**src/design/qsz_pkg.sv**
```systemverilog
`default_nettype none
package qsz_pkg;

  localparam int FRAME_WIDTH_DEF  = 800;
  localparam int FRAME_HEIGHT_DEF = 600;

  localparam int                 CRD_W       = 18;
  localparam int                 MUL_W       = 19;
  localparam int                 PROD_W      = 2 * MUL_W;
  localparam int                 DEN_W       = 20;
  localparam int                 ENT_W       = 19;
  localparam logic signed [15:0] DEPTH_EMPTY = 16'sh8000;

  typedef logic signed [CRD_W-1:0] crd_t;

  typedef enum logic [1:0] {
    OP_LOAD  = 2'd0,
    OP_RAST  = 2'd1,
    OP_CLEAR = 2'd2,
    OP_READ  = 2'd3
  } op_t;

  typedef enum logic [3:0] {
    ST_CLEAR,
    ST_IDLE,
    ST_RDREQ,
    ST_RDWAIT,
    ST_EDGE,
    ST_MUL,
    ST_DSTART,
    ST_DWAIT,
    ST_HIT,
    ST_ROWEND,
    ST_SPAN,
    ST_PADDR,
    ST_PRD,
    ST_PWR
  } state_t;

  // divide by 16, rounding toward zero
  function automatic crd_t trunc16(input crd_t v);
    crd_t m;
    m = v[CRD_W-1] ? -v : v;
    m = m >>> 4;
    return v[CRD_W-1] ? -m : m;
  endfunction

endpackage
`default_nettype wire

```
**src/design/qsz_div.sv**
```systemverilog
`default_nettype none
module qsz_div #(
  parameter int NW = qsz_pkg::PROD_W,
  parameter int DW = qsz_pkg::DEN_W
) (
  input  wire logic                 clk,
  input  wire logic                 rst_n,
  input  wire logic                 start,
  input  wire logic signed [NW-1:0] num,
  input  wire logic signed [DW-1:0] den,
  output logic                      busy,
  output logic                      done,
  output logic signed [NW-1:0]      quo
);

  localparam int CW = $clog2(NW + 1);

  logic          run_r, done_r, neg_r;
  logic [CW-1:0] cnt_r;
  logic [NW-1:0] dvd_r;
  logic [DW-1:0] rem_r, dvs_r;
  logic [DW:0]   sh, diff;
  logic          ge;

  always_comb begin
    sh   = {rem_r, dvd_r[NW-1]};
    diff = sh - {1'b0, dvs_r};
    ge   = (sh >= {1'b0, dvs_r});
  end

  always_ff @(posedge clk) begin
    if (!rst_n) begin
      run_r  <= 1'b0;
      done_r <= 1'b0;
      cnt_r  <= '0;
    end else if (start) begin
      run_r  <= 1'b1;
      done_r <= 1'b0;
      cnt_r  <= '0;
      dvd_r  <= num[NW-1] ? NW'(-num) : NW'(num);
      dvs_r  <= den[DW-1] ? DW'(-den) : DW'(den);
      rem_r  <= '0;
      neg_r  <= num[NW-1] ^ den[DW-1];
    end else if (run_r) begin
      dvd_r <= {dvd_r[NW-2:0], ge};
      rem_r <= ge ? diff[DW-1:0] : sh[DW-1:0];
      cnt_r <= cnt_r + 1'b1;
      if (cnt_r == CW'(NW - 1)) begin
        run_r  <= 1'b0;
        done_r <= 1'b1;
      end
    end
  end

  assign busy = run_r;
  assign done = done_r;
  assign quo  = neg_r ? -$signed(dvd_r) : $signed(dvd_r);

endmodule
`default_nettype wire

```
**config.mk**
```make
export PLATFORM = sky130hd
export DESIGN_NAME = qsz_div
export DESIGN_NICKNAME = d
export VERILOG_FILES = /design/src/design/qsz_pkg.sv /design/src/design/qsz_div.sv
export SDC_FILE = /design/constraint.sdc
export NUM_CORES = 1
export LEC_CHECK = 0
export BUFFER_PORTS_ARGS = -buffer_cell sky130_fd_sc_hd__buf_2
export CAP_MARGIN = 10
export CORE_MARGIN = 1
export CORE_UTILIZATION = 35
export CTS_BUF_LIST = sky130_fd_sc_hd__clkbuf_4
export DETAILED_ROUTE_END_ITERATION = 8
export PLACE_DENSITY = 0.59
export SYNTH_ARGS = -nofsm -noshare
export SYNTH_HDL_FRONTEND = slang
export SYNTH_SLANG_ARGS = --single-unit
```
**constraint.sdc**
```tcl
create_clock -name clk -period 2.8 [get_ports clk]
set_input_delay 0.42 -clock clk [delete_from_list [all_inputs] [get_ports clk]]
set_output_delay 0.42 -clock clk [all_outputs]
set_load 0.1 [all_outputs]
```
==> run metrics <==
largest net degree at the start of global routing=60; crit path kind=reg -> out; die area=0.0191 mm^2; LEAKAGE=3.76 nW; Worst-path clk slew=0.13 ns; R2R setup slack=0.14 ns; CP delay by family, top=simple AND/OR/NAND/NOR gates; Sw Ratio=0.392; Commonest cells post-synth=edfxtp_1 (79), nor2_1 (72), a21oi_1 (58); core area=0.0180 mm^2; vias per cell=5.11; pre-CTS setup slack=-0.514 ns; initial DRC count=378; I/O pins=101; cells along the critical path=or4_4 > or2_4 > or3_4 > or3_4 > or4_4 > a21oi_4 > xnor2_4 > buf_12; Flop pwr share=0.343; reg2reg end=rem_r[13]; fin nets=977; Vias=5,752; Fin. Hold Viols=0; number of CTS-inserted buffers=9; FF-to-FF path depth=9; Clock Latency Late Sink=0.45 ns; Slowest-stage cell, CP=or4_4; maximum clock insertion buffer count=2; hold depth=1; count of different cell masters after synthesis=60; Crit path buffers/inverters=1; xor/xnor share of the synthesized area=0.142; Clock Tree Root=clkbuf_4; post-synth top area cell=edfxtp_1; first-pass GRT wire length=27.4 mm; top post-synthesis cells by area=edfxtp_1 (37%), xnor2_1 (7.7%), xor2_1 (6.5%); hold slack=0.190 ns; post-synthesis compound-gate area fraction=0.172; PD cells=510 mW/mm^2; data required time at the worst endpoint=2.38 ns; Detailed Place HPWL=12.9 mm; Max-slew headroom=0.635; H-tree level count=3; f_max=267 MHz; Worst-Margin Slew=0.547 ns; initial antenna violation count=1; Gate power share=0.484; clock sink count=87; max cap viols=0; mux share of post-synthesis cell area=0.0404; total number of yosys warnings=0; Int Power=2.88 mW; violated checks=negative setup slack; area growth from synthesis to layout=43.2%; cells after synthesis=695; type of the worst min-delay path=in -> reg; Layout Skew=0.0175 ns; Placer Congestion=0.848; CP Capture Type=primary output; Post-Synth Simple-Gate Area=0.166; critical path peak fanout=2; Net Sw Power=1.85 mW; Slew Limit Fails=0; initial core utilization=0.359; adder-cell area share of the yosys netlist=0.0514; # setup viols final=28; CP startpoint kind=register; Yosys top cell area share=0.366; Die Height=138 um; IO buf count=100; final setup margin=-0.944 ns; gr ovfl total=0; DR DRC count=0; largest family of logic cells by synthesized area=compound AO/OA/AOI/OAI gates; post-layout util=0.514; DRT Wirelength=16.7 mm; Main synth FF type=edfxtp_1; TritonCTS clock tree=yes; reg-to-reg startpoint=rem_r[9]; GRT Util Overall=0.177; status=finished, violations left; vias in the first global route=5,505; Final Cycle Share=1.34; die width=138 um; slowest stage delay, CP=0.56 ns; Netlist Area Pre-Place=0.00648 mm^2; Peak VDD IR=0.000314 V; Hold EP=dvs_r[0]; count leader, synth=edfxtp_1; DR pass1 iterations=5; ys async rst share=0; DRT antenna net count=0; fin crit period=3.74 ns; hold_sp=den[0]; clock power share=0.173; RSZ-0062 raised after global routing=true; share of layout cells above drive strength 1=0.337; sequential cell area fraction in the yosys report=0.391; wire length per cell=14.8 um; post-synthesis area per instance=9.32 um^2; Synthesized Nets=782; CP Data Arrival Time=3.32 ns; row count=49; Post-synth EDFFs=79; flop and latch count out of synthesis=87
-- routing by layer --
layer,wire [um],GRT usage,part of all wire,up-vias
li1,-,-,-,2936
met1,8050,0.249,0.48,2700
met2,7970,0.283,0.48,103
met3,474,0.0215,0.028,13
met4,184,0.0567,0.011,0
met5,0,0,0,-
-- final cells by class --
| class | count | area [um^2] |
|---|---|---|
| antenna | 1 | 2.50 |
| multi-input combinational | 546 | 4210 |
| tap | 229 | 287 |
| timing repair buffer | 210 | 1940 |
| fill | 1687 | 8750 |
| sequential | 87 | 2530 |
| clock inverter | 5 | 82.6 |
| clock buffer | 11 | 82.6 |
| inverter | 36 | 135 |
-- cell usage in the layout, fill, tap and decap left out, drive strengths merged, types with 3 or more instances in the layout --
cell / synthesis / routed
buf: 3 / 202
edfxtp: 79 / 79
nor2: 72 / 72
a21oi: 59 / 59
xnor2: 57 / 57
nand2: 49 / 49
xor2: 48 / 48
o21ai: 38 / 38
inv: 36 / 37
ha: 25 / 25
o31ai: 20 / 20
or4: 18 / 18
mux2i: 16 / 16
clkbuf: 23 / 16
o41ai: 13 / 13
nand2b: 12 / 12
a21o: 11 / 11
nand4: 11 / 11
or3: 10 / 10
mux2: 9 / 9
dfxtp: 8 / 8
nor3: 7 / 7
a211oi: 6 / 6
nor4: 6 / 6
or2: 6 / 6
nor2b: 6 / 6
o21a: 5 / 5
a31oi: 5 / 5
nand3: 5 / 5
o21bai: 3 / 3
and3: 3 / 3
bufbuf: 0 / 3
-- worst max path at each step --
stage / from / endpoint / slack (ns) / depth (start not counted)
floorplan: dvd_r[19] / quo[37] / -0.55 / 7
finish: dvd_r[20] / quo[35] / -0.94 / 8
detailed placement: dvd_r[20] / quo[35] / -0.51 / 8
global placement: dvd_r[20] / quo[35] / -0.49 / 8
CTS: dvd_r[20] / quo[35] / -0.96 / 8
global route: dvd_r[19] / quo[35] / -1.04 / 8
-- per-stage QoR --
| step | total power [mW] | area [um^2] | TNS (ns) | cells |
|---|---|---|---|---|
| floorplan | 3.08 | 6800 | -6.30 | 695 |
| global placement | 3.80 | 8680 | -3.66 | 1093 |
| detailed placement | 3.82 | 8680 | -3.82 | 1093 |
| CTS | 4.69 | 9040 | -12.28 | 1112 |
| global route | 4.98 | 9270 | -15.84 | 1125 |
| finish | 4.73 | 9270 | -12.15 | 1125 |
-- power groups by stage --
stage	clock (mW)	combinational [mW]	sequential (mW)
finish	0.817	2.29	1.62
global route	0.897	2.44	1.64
CTS	0.850	2.22	1.62
detailed placement	0	2.17	1.65
global placement	0	2.16	1.64
floorplan	0	1.42	1.66
-- cell families (layout without fill, tap and decap cells) --
kind of cell	after synthesis	in the layout
AOI/OAI and AO/OA	176	176
xor gates and xnor gates	105	105
adders and majority gates	26	26
buffers and inverters	62	262
DFF	87	87
muxes	25	25
other	0	1
and+or+nand+nor	214	214
-- sequential cells by signal, summed over array words and instances (netlist names) --
register	flops
busy	1
cnt_r	6
done	1
dvd_r	38
dvs_r	20
neg_r	1
rem_r	20
-- repair_timing --
| item | 4_1_cts | 5_1_grt |
|---|---|---|
| resized for setup | 37 | 24 |
| setup buffers | 3 | 11 |
| pin swaps | 8 | 8 |
| hold buffers | 0 | 0 |
| endpoints found under the setup margin | 32 | 53 |
| gates cloned | 0 | 2 |
(Power assumes the default switching activity.)
